$ cat config.mk
export PLATFORM = sky130hd
export DESIGN_NAME = crse_fifo
export DESIGN_NICKNAME = d
export VERILOG_FILES = /design/src/hw/rtl/crse_pkg.sv /design/src/hw/rtl/crse_fifo.sv
export SDC_FILE = /design/constraint.sdc
export NUM_CORES = 1
export LEC_CHECK = 0
export BUFFER_PORTS_ARGS = -buffer_cell sky130_fd_sc_hd__buf_2
export CORE_ASPECT_RATIO = 1.1
export CORE_UTILIZATION = 51
export DETAILED_ROUTE_END_ITERATION = 6
export GPL_TIMING_DRIVEN = 0
export HOLD_SLACK_MARGIN = 0.05
export PLACE_DENSITY = 0.78
export SETUP_SLACK_MARGIN = 0.15
export SYNTH_ARGS = -nofsm -noshare
export SYNTH_HDL_FRONTEND = slang
export SYNTH_SLANG_ARGS = --single-unit
$ cat constraint.sdc
create_clock -name clk -period 4.3 [get_ports clk]
set_input_delay 0.215 -clock clk [delete_from_list [all_inputs] [get_ports clk]]
set_output_delay 0.215 -clock clk [all_outputs]
set_load 0.01 [all_outputs]
$ cat src/hw/rtl/crse_pkg.sv
`default_nettype none
package crse_pkg;

  // table size; the index and count widths below follow from it
  localparam int MAX_PTS     = 32;
  localparam int CNT_W       = $clog2(MAX_PTS + 1);
  localparam int IDX_W       = $clog2(MAX_PTS);

  // fixed field widths of the request and result
  localparam int CMD_W       = 2;
  localparam int COORD_W     = 16;
  localparam int POINT_W     = 2 * COORD_W;
  localparam int TIDX_W      = 5;
  localparam int FRAC_W      = 16;
  localparam int STATUS_W    = 2;
  localparam int COUNT_NOW_W = 6;

  // index arithmetic width: holds t_index + 3 and the count
  localparam int SUM_W       = ((CNT_W > TIDX_W) ? CNT_W : TIDX_W) + 2;

  // datapath widths
  localparam int FPROD_W     = 2 * FRAC_W;
  localparam int Q_W         = FRAC_W + 4;
  localparam int PRD_W       = COORD_W + Q_W;
  localparam int ACC_W       = PRD_W + 2;
  localparam int OUT_SHIFT   = FRAC_W + 1;
  localparam int Q_TWO       = 2 << FRAC_W;
  localparam int COORD_MAX   = (1 << (COORD_W - 1)) - 1;
  localparam int COORD_MIN   = -(1 << (COORD_W - 1));

  // request queue between front and back, power of two
  localparam int QUEUE_DEPTH = 2;
  localparam int QPTR_W      = $clog2(QUEUE_DEPTH);

  // configuration space
  localparam int CFG_AW        = 3;
  localparam int REG_LOOP_MODE = 0;

  typedef enum logic [CMD_W-1:0] {
    CMD_APPEND = 2'd0,
    CMD_EVAL   = 2'd1,
    CMD_CLEAR  = 2'd2,
    CMD_NONE   = 2'd3
  } cmd_t;

  typedef enum logic [STATUS_W-1:0] {
    ST_OK    = 2'd0,
    ST_FULL  = 2'd1,
    ST_RANGE = 2'd2
  } status_t;

  typedef struct packed {
    logic [CMD_W-1:0]          cmd;
    logic signed [COORD_W-1:0] point_x;
    logic signed [COORD_W-1:0] point_y;
    logic [TIDX_W-1:0]         t_index;
    logic [FRAC_W-1:0]         t_frac;
  } in_item_t;

  typedef struct packed {
    logic signed [COORD_W-1:0] curve_x;
    logic signed [COORD_W-1:0] curve_y;
    logic [STATUS_W-1:0]       status;
    logic [COUNT_NOW_W-1:0]    count_now;
  } out_item_t;

  // classified request as handed from front to back
  typedef struct packed {
    logic                       is_eval;
    logic [STATUS_W-1:0]        status;
    logic [COUNT_NOW_W-1:0]     count_now;
    logic [3:0][IDX_W-1:0]      ix;
    logic [FRAC_W-1:0]          frac;
    logic [FRAC_W-1:0]          tt;
  } job_t;

  typedef struct packed {
    logic               we;
    logic [IDX_W-1:0]   addr;
    logic [POINT_W-1:0] data;
  } ram_wr_t;

endpackage
`default_nettype wire

$ cat src/hw/rtl/crse_fifo.sv
`default_nettype none
module crse_fifo (
  input  logic           clk,
  input  logic           rst_n,
  input  logic           push,
  input  crse_pkg::job_t wdata,
  output logic           full,
  input  logic           pop,
  output crse_pkg::job_t rdata,
  output logic           empty
);
  import crse_pkg::*;

  job_t              mem_r [QUEUE_DEPTH];
  logic [QPTR_W-1:0] wr_ptr_r, wr_ptr_nxt;
  logic [QPTR_W-1:0] rd_ptr_r, rd_ptr_nxt;
  logic [QPTR_W:0]   cnt_r, cnt_nxt;

  assign full  = (cnt_r == (QPTR_W + 1)'(QUEUE_DEPTH));
  assign empty = (cnt_r == '0);
  assign rdata = mem_r[rd_ptr_r];

  always_comb begin
    wr_ptr_nxt = push ? wr_ptr_r + 1'b1 : wr_ptr_r;
    rd_ptr_nxt = pop  ? rd_ptr_r + 1'b1 : rd_ptr_r;
    cnt_nxt    = cnt_r;
    if (push && !pop) begin
      cnt_nxt = cnt_r + 1'b1;
    end else if (pop && !push) begin
      cnt_nxt = cnt_r - 1'b1;
    end
  end

  always_ff @(posedge clk) begin
    if (!rst_n) begin
      wr_ptr_r <= '0;
      rd_ptr_r <= '0;
      cnt_r    <= '0;
    end else begin
      wr_ptr_r <= wr_ptr_nxt;
      rd_ptr_r <= rd_ptr_nxt;
      cnt_r    <= cnt_nxt;
    end
  end

  always_ff @(posedge clk) begin
    if (push) begin
      mem_r[wr_ptr_r] <= wdata;
    end
  end

  a_no_overflow: assert property (@(posedge clk) disable iff (!rst_n)
    push |-> !full)
    else $error("request queue overflow");

  a_no_underflow: assert property (@(posedge clk) disable iff (!rst_n)
    pop |-> !empty)
    else $error("request queue underflow");

  a_count_up: assert property (@(posedge clk) disable iff (!rst_n)
    (push && !pop) |=> (cnt_r == $past(cnt_r) + 1'b1))
    else $error("request queue count lost a push");

endmodule
`default_nettype wire

---- After elaboration in Yosys (flattened, before gate mapping) ----
Memories as Yosys holds them, arrays and structs flattened. A register that Yosys moved wholly into a read port is not among the register bits.
Index checks and enable logic that the tools add are counted.
operators by class
  equality and inequality tests ........... 1
  muxes and demuxes ....................... 6
  reductions and logical operators ........ 6
  add/subtract/negate cells ............... 4
operator list
  cell                                              count
  2-to-1 mux 1 bit                                  4
  2-to-1 mux 2 bit                                  2
  adder 1 bit, second input constant                2
  adder 2 x 1 -> 2 bit, second input constant       1
  == test 2 bit, second input constant              1
  logical AND 1 bit                                 2
  logical NOT 1 bit                                 2
  logical NOT 2 bit                                 1
  nonzero test 2 bit                                1
  subtractor 2 x 1 -> 2 bit, second input constant  1
word-level totals
  RAM bits ................................ 122
  memories ................................ 1
  register bits after elaboration ......... 4
  logic and storage cells ................. 21
  output and inout bits ................... 63
memory list
  memory  words  bits a word  rd ports  clocked after memory_dff  write ports  line             text
  mem_r   2      61           1         1                         1            crse_fifo.sv:14  job_t mem_r [QUEUE_DEPTH];

---- Longest topological paths before layout ----
Gate-level depths: netlist of the first run.
  depth in word-level cells ............... 4
  gate-level depth with buffers ........... 5

---- Least setup slack after synthesis of the first run ----
No wires, ideal clock.
  path type ............................... register -> register
  start point ............................. register wr_ptr_r
  end point ............................... memory mem_r[0][0] (netlist bit) (enable)
  period minus slack after synthesis ...... 3,530 ps
  data required time ...................... 3,812 ps
  cell stages (with the launch flop) ...... 2
  arrival ................................. 3,042 ps
  setup slack ............................. 770 ps
  path buffers ............................ 0
  cells stage by stage .................... dfxtp_1 > nor2b_1
RTL lines
  element                   line             text
  start: declaration        crse_fifo.sv:15  logic [QPTR_W-1:0] wr_ptr_r, wr_ptr_nxt;
  start signal: assignment  crse_fifo.sv:40  wr_ptr_r <= wr_ptr_nxt;
  end: declaration          crse_fifo.sv:14
No word-level cell before the write port.

==> results.toml, run 1 <==
[final_layout]
antenna_cells = 0
final_cells = 548
syn2layout_area_growth_pct = 43.5
post-route-util_pct = 75.1
drive_above_1_share_pct = 52.3
fin_nets = 487
nFillCells = 536

[sta]
tightestPinTransition_ns = 0.986
setup_ws_ns = 2.34
setup_viol = 0
rsz0062_at_grt = "no"
fin_crit_ns = 1.96
relSlewSlack_pct = 34.2
clock.fmax_mhz = 510
holdWs_ns = 0.0855
clock_skew_ns = 0.00878
maxSlewViolCount = 0
hold_viol = 0
min_period_over_period_pct = 45.6

[setup_path]
r2r_slack_ns = 2.54
cp_common_cell = "buf_2"
cpPeakStageDelay_ns = 0.37
crit_slowest_cell = "mux2_2"
r2r-end = "mem_r[0][22]"
cp.required_ns = 4.09
cp.arrival_ns = 1.74
r2r_start = "wr_ptr_r"
startpoint_type = "flip-flop"
crit_path_cell_trace = "buf_2 -> buf_4 -> mux2_2 -> buf_2"
crit_family = "buffers and inverters"
crit_path_end_kind = "output port"
crit_type = "reg2out"
r2r_cells = 2
crit_fanout = 10
path_buf_inv = 3

[synthesis]
ys_seq_elements = 127
seq_area_frac_synth_pct = 81.5
netlist_top_cells_area = "edfxtp_1 79%, mux2_2 15%, dfxtp_1 2.2%"
synth_common_cells = "122 x edfxtp_1, 61 x mux2_2, 6 x buf_4"
netlist_instances = 212
yosys.area.top_type_share_pct = 79.3
synth.cell_area_um2 = 4620
avgSynthCellArea_um2 = 21.8
async_flop_share_pct = 0
syn_nets = 278
synth_edf_count = 122
synth_top_cell_by_area = "edfxtp_1"
yosysMostFrequentCell = "edfxtp_1"
ys_warn_count = 0
synthDistinctLibCells = 17
synth_ff_type = "edfxtp_1"

[placement]
hpwl_um = 4830
dp_cells = 454
portBuffers = 127
gp_congestion = 0.687
dp_slack_ns = 2.46

[floorplanning]
die-height_um = 102
die_w_um = 92.7
die_area_um2 = 9440
core_area_um2 = 8830
io_pins = 128
rows = 36
start_util_pct = 52.3

[cts]
cts-root-buf = "clkbuf_8"
cts_tree = "done"
path_clk_slew_ns = 0.05
cts_htree_levels = 4
numCtsBuffers = 17
cts_resized = 0
clock_path_buffers = 2
cts.sinks = 127
insertion_delay_ns = 0.51

[run]
max-cap-violations = 0

[power_and_ir_drop]
swShare_pct = 20.2
p_comb_share_pct = 10.6
p_clk_share_pct = 43.3
power_density_nw_per_um2 = 474
seqPwrFrac_pct = 46.1
p_leak_nw = 2.57
internal_power_w = 0.00251
finalPower_w = 0.00314
peakVddDrop_mv = 0.313
switching_power_w = 0.000634

[route]
vias = 2659
remaining_drc_errors = 0
postRouteWirelength_um = 8610
firstDrtPassIters = 4
wl_per_cell_um = 15.7
drtIter0Drc = 95
antenna_left = 0
viasPerCell = 4.85

[run_status]
status = "finished clean"

[hold_path]
hold_class = "in2reg"
hold_depth = 3
hold_start = "pop"

[global_route]
grt_pass1_vias = 2789
antenna_found_initial = 0
grt_max_degree = 62
overflow = 0
grt_pass1_wl_um = 13100
grtUsageTotal_pct = 19.1
==> cell type report <==
class	instances	area (um^2)	share of cell area, %
plain buffers	7	50.0	0.755
clock inverters	6	82.6	1.25
clock buffers	26	498	7.51
flip-flops and latches	127	3760	56.8
multi-input cells	77	812	12.2
inverters	1	3.75	0.0566
well taps	114	143	2.15
repair buffers	190	1280	19.3
==> flip-flops by register name, indices dropped and copies added (netlist names), named ones only <==
name,cells
rd_ptr_r,1
mem_r,122
wr_ptr_r,1
cnt_r,2
==> worst max-delay path by stage <==
stage	to	depth (start not counted)	start	slack, ns
2_1_floorplan	mem_r[0][0]	1	wr_ptr_r	0.77
3_3_place_gp	mem_r[0][5]	2	push	-0.73
3_5_place_dp	mem_r[0][33]	3	push	2.46
4_1_cts	rdata[26]	4	flip-flop	2.30
5_1_grt	rdata[26]	4	flip-flop	2.26
6_report	rdata[26]	4	flip-flop	2.34
==> power by group through the flow <==
stage / registers, W / logic [W] / clock network (W)
4_1_cts: 0.00145 / 0.000331 / 0.00138
6_report: 0.00145 / 0.000332 / 0.00136
3_3_place_gp: 0.00147 / 0.000274 / 0
2_1_floorplan: 0.00147 / 0.000164 / 0
5_1_grt: 0.00145 / 0.000358 / 0.00143
3_5_place_dp: 0.00147 / 0.000285 / 0
==> metrics by stage <==
step / setup TNS, ns / cell area [um^2]
floorplan: 0 / 4620
detailed placement: 0 / 5430
global placement: -45.32 / 5400
finish: 0 / 6630
CTS: 0 / 6630
global route: 0 / 6630
==> layout by cell type (no fill, tap or decap) <==
cell type,count
buf_2,128
edfxtp_1,122
dlygate4sd3_1,62
mux2_2,61
clkbuf_16,16
buf_4,6
clkbuf_8,6
dfxtp_1,5
clkbuf_1,4
and2_1,3
clkinv_2,3
xor2_1,2
bufinv_16,2
inv_1,1
nor2_1,1
and2b_2,1
and2_4,1
nor2b_4,1
xnor2_1,1
nor2b_1,1
o21a_1,1
o21ai_0,1
or3_1,1
a21boi_1,1
ha_1,1
clkinvlp_4,1
buf_12,1
==> logic make-up after synthesis <==
kind of cell               after synthesis  synth area share (%)
adders and majority gates                1                 0.271
and+or+nand+nor                          9                  1.22
AOI/OAI and AO/OA                        3                 0.433
buffers and inverters                    8                  1.16
DFF                                    127                  81.5
xor gates and xnor gates                 3                 0.569
muxes                                   61                  14.9
==> tightest hold or removal path: stages <==
cell and delay (ns):
buf_2 0.10, xor2_1 0.08, and2_1 0.15
==> repair_timing <==
| action | CTS | global route |
|---|---|---|
| endpoints found under the hold margin | 127 | 0 |
| buffers inserted | 0 | 0 |
| endpoints found under the setup margin | 0 | 0 |
| hold buffers | 62 | 0 |
==> per-layer routing <==
layer | vias up | part of all wire, % | global-route usage [%]
met5 | - | 0 | 0
met2 | 106 | 54 | 34.0
met1 | 1291 | 39 | 20.6
met3 | 9 | 6.5 | 6.85
met4 | 0 | 0.94 | 8.05
li1 | 1253 | - | -
Power figures use the tool's default switching activity.
==> run 2, diff against run 1 <==
CORE_UTILIZATION = 47   (was 51)
PLACE_DENSITY = 0.76   (was 0.78)
clock period = 1.8 ns   (was 4.3 ns; I/O delays follow)
==> run 2 against run 1 <==
Effect of this change: register-to-register slack got worse by 2.3 ns; clock skew fell by 0.0012 ns; first-iteration DRC count rose by 20%; sequential share of layout area fell by 1.8 points; sequential cell count did not move; setup slack got worse by 2.2 ns; routed wire length rose by 0.65%; critical path type unchanged; design area rose by 3.3%; combinational power rose to 2.7 times the previous value.
==> results.toml, run 2 (synthesis gave the netlist of run 1 again) <==
[power_and_ir_drop]
p_leak_nw = 2.67
switching_power_w = 0.00154
power_density_nw_per_um2 = 1100
finalPower_w = 0.00752
peakVddDrop_mv = 0.794
swShare_pct = 20.4
p_clk_share_pct = 42.0
p_comb_share_pct = 12.0
internal_power_w = 0.00599
seqPwrFrac_pct = 46.0

[cts]
cts_htree_levels = 4
post_cts_buffers = 0
path_clk_slew_ns = 0.06
cts.sinks = 127
cts_tree = "done"
cts-root-buf = "clkbuf_8"
numCtsBuffers = 17
insertion_delay_ns = 0.51
clock_path_buffers = 2

[run_status]
status = "finished clean"

[floorplanning]
die-height_um = 106
die_w_um = 96.5
io_pins = 128
core_area_um2 = 9440
rows = 37
start_util_pct = 48.9
die_area_um2 = 10200

[route]
antenna_left = 0
viasPerCell = 4.84
firstDrtPassIters = 4
postRouteWirelength_um = 8670
wl_per_cell_um = 15.6
vias = 2679
drtIter0Drc = 114
remaining_drc_errors = 0

[setup_path]
path_buf_inv = 3
crit_family = "buffers and inverters"
crit_type = "reg2out"
cpPeakStageDelay_ns = 0.35
cp.arrival_ns = 1.62
startpoint_type = "flip-flop"
cp_common_cell = "buf_12"
cp.required_ns = 1.71
crit_fanout = 10
crit_path_end_kind = "output port"
crit_path_cell_trace = "buf_12 -> buf_12 -> mux2_2 -> buf_2"
crit_slowest_cell = "mux2_2"

[final_layout]
reg.largest.list = "mem_r (122), cnt_r (2)"
fin_nets = 492
regMostFlops = "mem_r"
mostFrequentLayoutCell = "edfxtp_1"
final_cells = 554
finish.instance_area_um2 = 6850
syn2layout_area_growth_pct = 48.3
largest_reg_flops = 122
drive_above_1_share_pct = 51.9
nFillCells = 602
antenna_cells = 0
layout_common_cells = "122 x edfxtp_1, 117 x buf_2, 64 x dlygate4sd3_1"

[global_route]
grtUsageTotal_pct = 17.9
grt_pass1_vias = 2846
overflow = 0
antenna_found_initial = 0
grt_max_degree = 62
grt_pass1_wl_um = 13100

[placement]
portBuffers = 127
placed_cell_area_um2 = 5460
dp_cells = 458
gp_congestion = 0.661
hpwl_um = 4860

[sta]
maxSlewViolCount = 0
rsz0062_at_grt = "yes"
relSlewSlack_pct = 44.2
min_period_over_period_pct = 95.0
clock.fmax_mhz = 585
holdWs_ns = 0.306
setup_viol = 0
tightestPinTransition_ns = 0.837
tns_ns = 0
fin_crit_ns = 1.71
hold_viol = 0
clock_skew_ns = 0.00755

[hold_path]
hold_class = "in2reg"

[run]
max-cap-violations = 0
[run 2: what timing repair did]
action	4_1_cts	5_1_grt
resized for setup	26	15
hold buffers	64	0
pin swaps	0	0
hold endpoints to repair	127	0
gates cloned	2	0
endpoints found under the setup margin	84	60
[run 2: layout make-up]
cell class | count | area [um^2] | area share, %
sequential | 127 | 3770 | 55.0
timing repair buffer | 194 | 1410 | 20.6
multi-input combinational | 78 | 858 | 12.5
clock buffer | 19 | 422 | 6.16
tap | 117 | 146 | 2.14
clock inverter | 11 | 124 | 1.81
buffer | 7 | 115 | 1.68
inverter | 1 | 3.75 | 0.0548
[run 2: final timing paths]
check | from | end | slack, ns | depth (start not counted)
setup / recovery | flip-flop | rdata[44] | 0.09 | 4
setup reg to reg | wr_ptr_r | mem_r[1][10] | 0.28 | 1
hold / removal | wdata[56] | mem_r[1][56] | 0.31 | 2
hold reg to reg | cnt_r[1] | cnt_r[1] | 0.55 | 2
[run 2: power by group through the flow]
stage               clock network (W)  registers (W)  logic [W]
floorplan                           0        0.00350   0.000393
global placement                    0        0.00351   0.000660
detailed placement                  0        0.00352   0.000694
CTS                           0.00321        0.00346   0.000877
global route                  0.00334        0.00347   0.000970
finish                        0.00316        0.00346   0.000902
[run 2: per-layer routing]
layer  wire (um)  up-vias  track usage (%)
li1            -     1264                -
met1        3500     1306             19.3
met2        4520       94             30.8
met3         503       15             6.29
met4         142        0             8.09
met5           0        -                0
[run 2: stage by stage]
stage / utilization [%] / worst slack, ns
global placement: 57.3 / -0.332
CTS: 71.9 / 0.0518
detailed placement: 57.8 / 0.123
global route: 72.5 / 0.0259
finish: 72.5 / 0.0909
floorplan: - / 0.141
==> run 3, diff against run 2 <==
==> constraint.sdc (replaced) <==
create_clock -name clk -period 1.8 [get_ports clk]
set_input_delay 0.18 -clock clk [delete_from_list [all_inputs] [get_ports clk]]
set_output_delay 0.18 -clock clk [all_outputs]
set_load 0.01 [all_outputs]
==> run 3 against run 2 <==
Effect of this change: sequential share of layout area shrank 2.2 points; global-route usage grew 0.20 points; utilization grew 3.0 points; largest cell class unchanged; critical path depth is the same; worst hold slack gained 0.084 ns; clock power is essentially flat; final cell count grew 0.18%; setup slack lost 0.089 ns.
==> results.toml, run 3 (synthesis gave the netlist of run 1 again) <==
[power_and_ir_drop]
p_comb_share_pct = 13.7
peakVddDrop_mv = 0.806
swShare_pct = 20.5
p_leak_nw = 2.82
p_clk_share_pct = 41.2
internal_power_w = 0.00610
switching_power_w = 0.00158
power_density_nw_per_um2 = 1080
seqPwrFrac_pct = 45.1

[placement]
portBuffers = 127
placed_cell_area_um2 = 5460
dp_slack_ns = 0.0924
gp_congestion = 0.661
hpwl_um = 4860

[run_status]
status = "finished clean"

[floorplanning]
die_area_um2 = 10200
die_w_um = 96.5
die-height_um = 106
core_area_um2 = 9440
rows = 37
start_util_pct = 48.9
io_pins = 128

[cts]
clock_path_buffers = 2
path_clk_slew_ns = 0.06
numCtsBuffers = 17
insertion_delay_ns = 0.50
cts.sinks = 127
cts-root-buf = "clkbuf_8"
cts_htree_levels = 4
cts_tree = "done"

[run]
max-cap-violations = 0

[global_route]
grt_pass1_wl_um = 13200
antenna_found_initial = 0
grtUsageTotal_pct = 18.0
grt_pass1_vias = 2887
overflow = 0
grt_max_degree = 62

[route]
antenna_left = 0
remaining_drc_errors = 0
viasPerCell = 4.87
wl_per_cell_um = 16.6
firstDrtPassIters = 4
drtIter0Drc = 108
vias = 2704
postRouteWirelength_um = 9240

[setup_path]
startpoint_type = "flip-flop"
crit_path_end_kind = "output port"
r2r-end = "mem_r[1][9]"
cp.arrival_ns = 1.62
cp.required_ns = 1.62
r2r_start = "wr_ptr_r"
crit_fanout = 10
cp-endpoint = "rdata[50]"
r2r_cells = 1
r2r_slack_ns = 0.28
crit_type = "reg2out"

[final_layout]
register_area_um2 = 3770
syn2layout_area_growth_pct = 54.4
finish.instance_area_um2 = 7130
regMostFlops = "mem_r"
drive_above_1_share_pct = 52.1
antenna_cells = 0
layout_common_cells = "122 x edfxtp_1, 87 x buf_2, 64 x dlygate4sd3_1"
mostFrequentLayoutCell = "edfxtp_1"
reg.largest.list = "mem_r (122), cnt_r (2)"
fin_nets = 493
largest_reg_flops = 122
nFillCells = 554
multiInputGateArea_um2 = 937

[sta]
relSlewSlack_pct = 43.4
hold_viol = 0
rsz0062_at_grt = "yes"
min_period_over_period_pct = 99.9
tightestPinTransition_ns = 0.848
clock_skew_ns = 0.00605
setup_ws_ns = 0.00165
fin_crit_ns = 1.80
maxSlewViolCount = 0
clock.fmax_mhz = 556
setup_viol = 0

[hold_path]
hold_class = "in2reg"
hold_depth = 2
## run 3: changes by cell type in the layout (fill, tap and decap cells not counted), sizes merged
cell  previous run  this run
buf            137       138
## run 3: worst min path at each step
stage / from / endpoint / slack (ns)
floorplan: wdata[0] / mem_r[0][0] / 0.28
global route: wdata[39] / mem_r[1][39] / 0.37
finish: wdata[56] / mem_r[1][56] / 0.39
detailed placement: wdata[39] / mem_r[0][39] / 0.37
global placement: wdata[20] / mem_r[0][20] / 0.37
CTS: wdata[51] / mem_r[0][51] / 0.37
## run 3: what timing repair did
action	CTS	global route
hold buffers	64	0
buffers inserted	0	1
cloned	2	0
hold endpoints to repair	127	0
endpoints found under the setup margin	85	61
gates resized for setup	32	61
pin swaps	0	0
## run 3: final cells by class
class                      count  area share [%]
inverter                       1          0.0526
sequential                   127            52.8
buffer                         7            1.75
clock buffer                  19            5.91
tap                          117            2.05
multi-input combinational     78            13.1
clock inverter                11            1.74
timing repair buffer         195            22.6
## run 3: power by group through the flow
| stage | combinational, W | clock (W) | sequential [W] |
|---|---|---|---|
| 2_1_floorplan | 0.000393 | 0 | 0.00350 |
| 3_3_place_gp | 0.000660 | 0 | 0.00351 |
| 3_5_place_dp | 0.000694 | 0 | 0.00352 |
| 4_1_cts | 0.000894 | 0.00321 | 0.00346 |
| 5_1_grt | 0.00112 | 0.00335 | 0.00347 |
| 6_report | 0.00105 | 0.00317 | 0.00346 |
## run 3: through the flow
stage / power, W / util, % / hold WS (ns) / TNS (ns) / std cells
3_5_place_dp: 0.00421 / 57.8 / 0.371 / 0 / 458
5_1_grt: 0.00794 / 75.5 / 0.369 / -1.85 / 555
2_1_floorplan: 0.00390 / - / 0.279 / 0 / 212
4_1_cts: 0.00756 / 72.2 / 0.368 / -1.11 / 554
3_3_place_gp: 0.00417 / 57.3 / 0.368 / -31.56 / 456
6_report: 0.00768 / 75.5 / 0.390 / 0 / 555
## run 3: critical path: stages (launching register included)
cell     delay (ns)
dfxtp_2        0.33
buf_12         0.15
buf_12         0.14
mux2_2         0.34
buf_2          0.15
## run 3: metal layers
metal	GRT usage (%)	part of all wire, %
met5	0	0
met4	8.09	1.6
met3	6.37	5.1
met2	31.4	54
met1	19.3	40
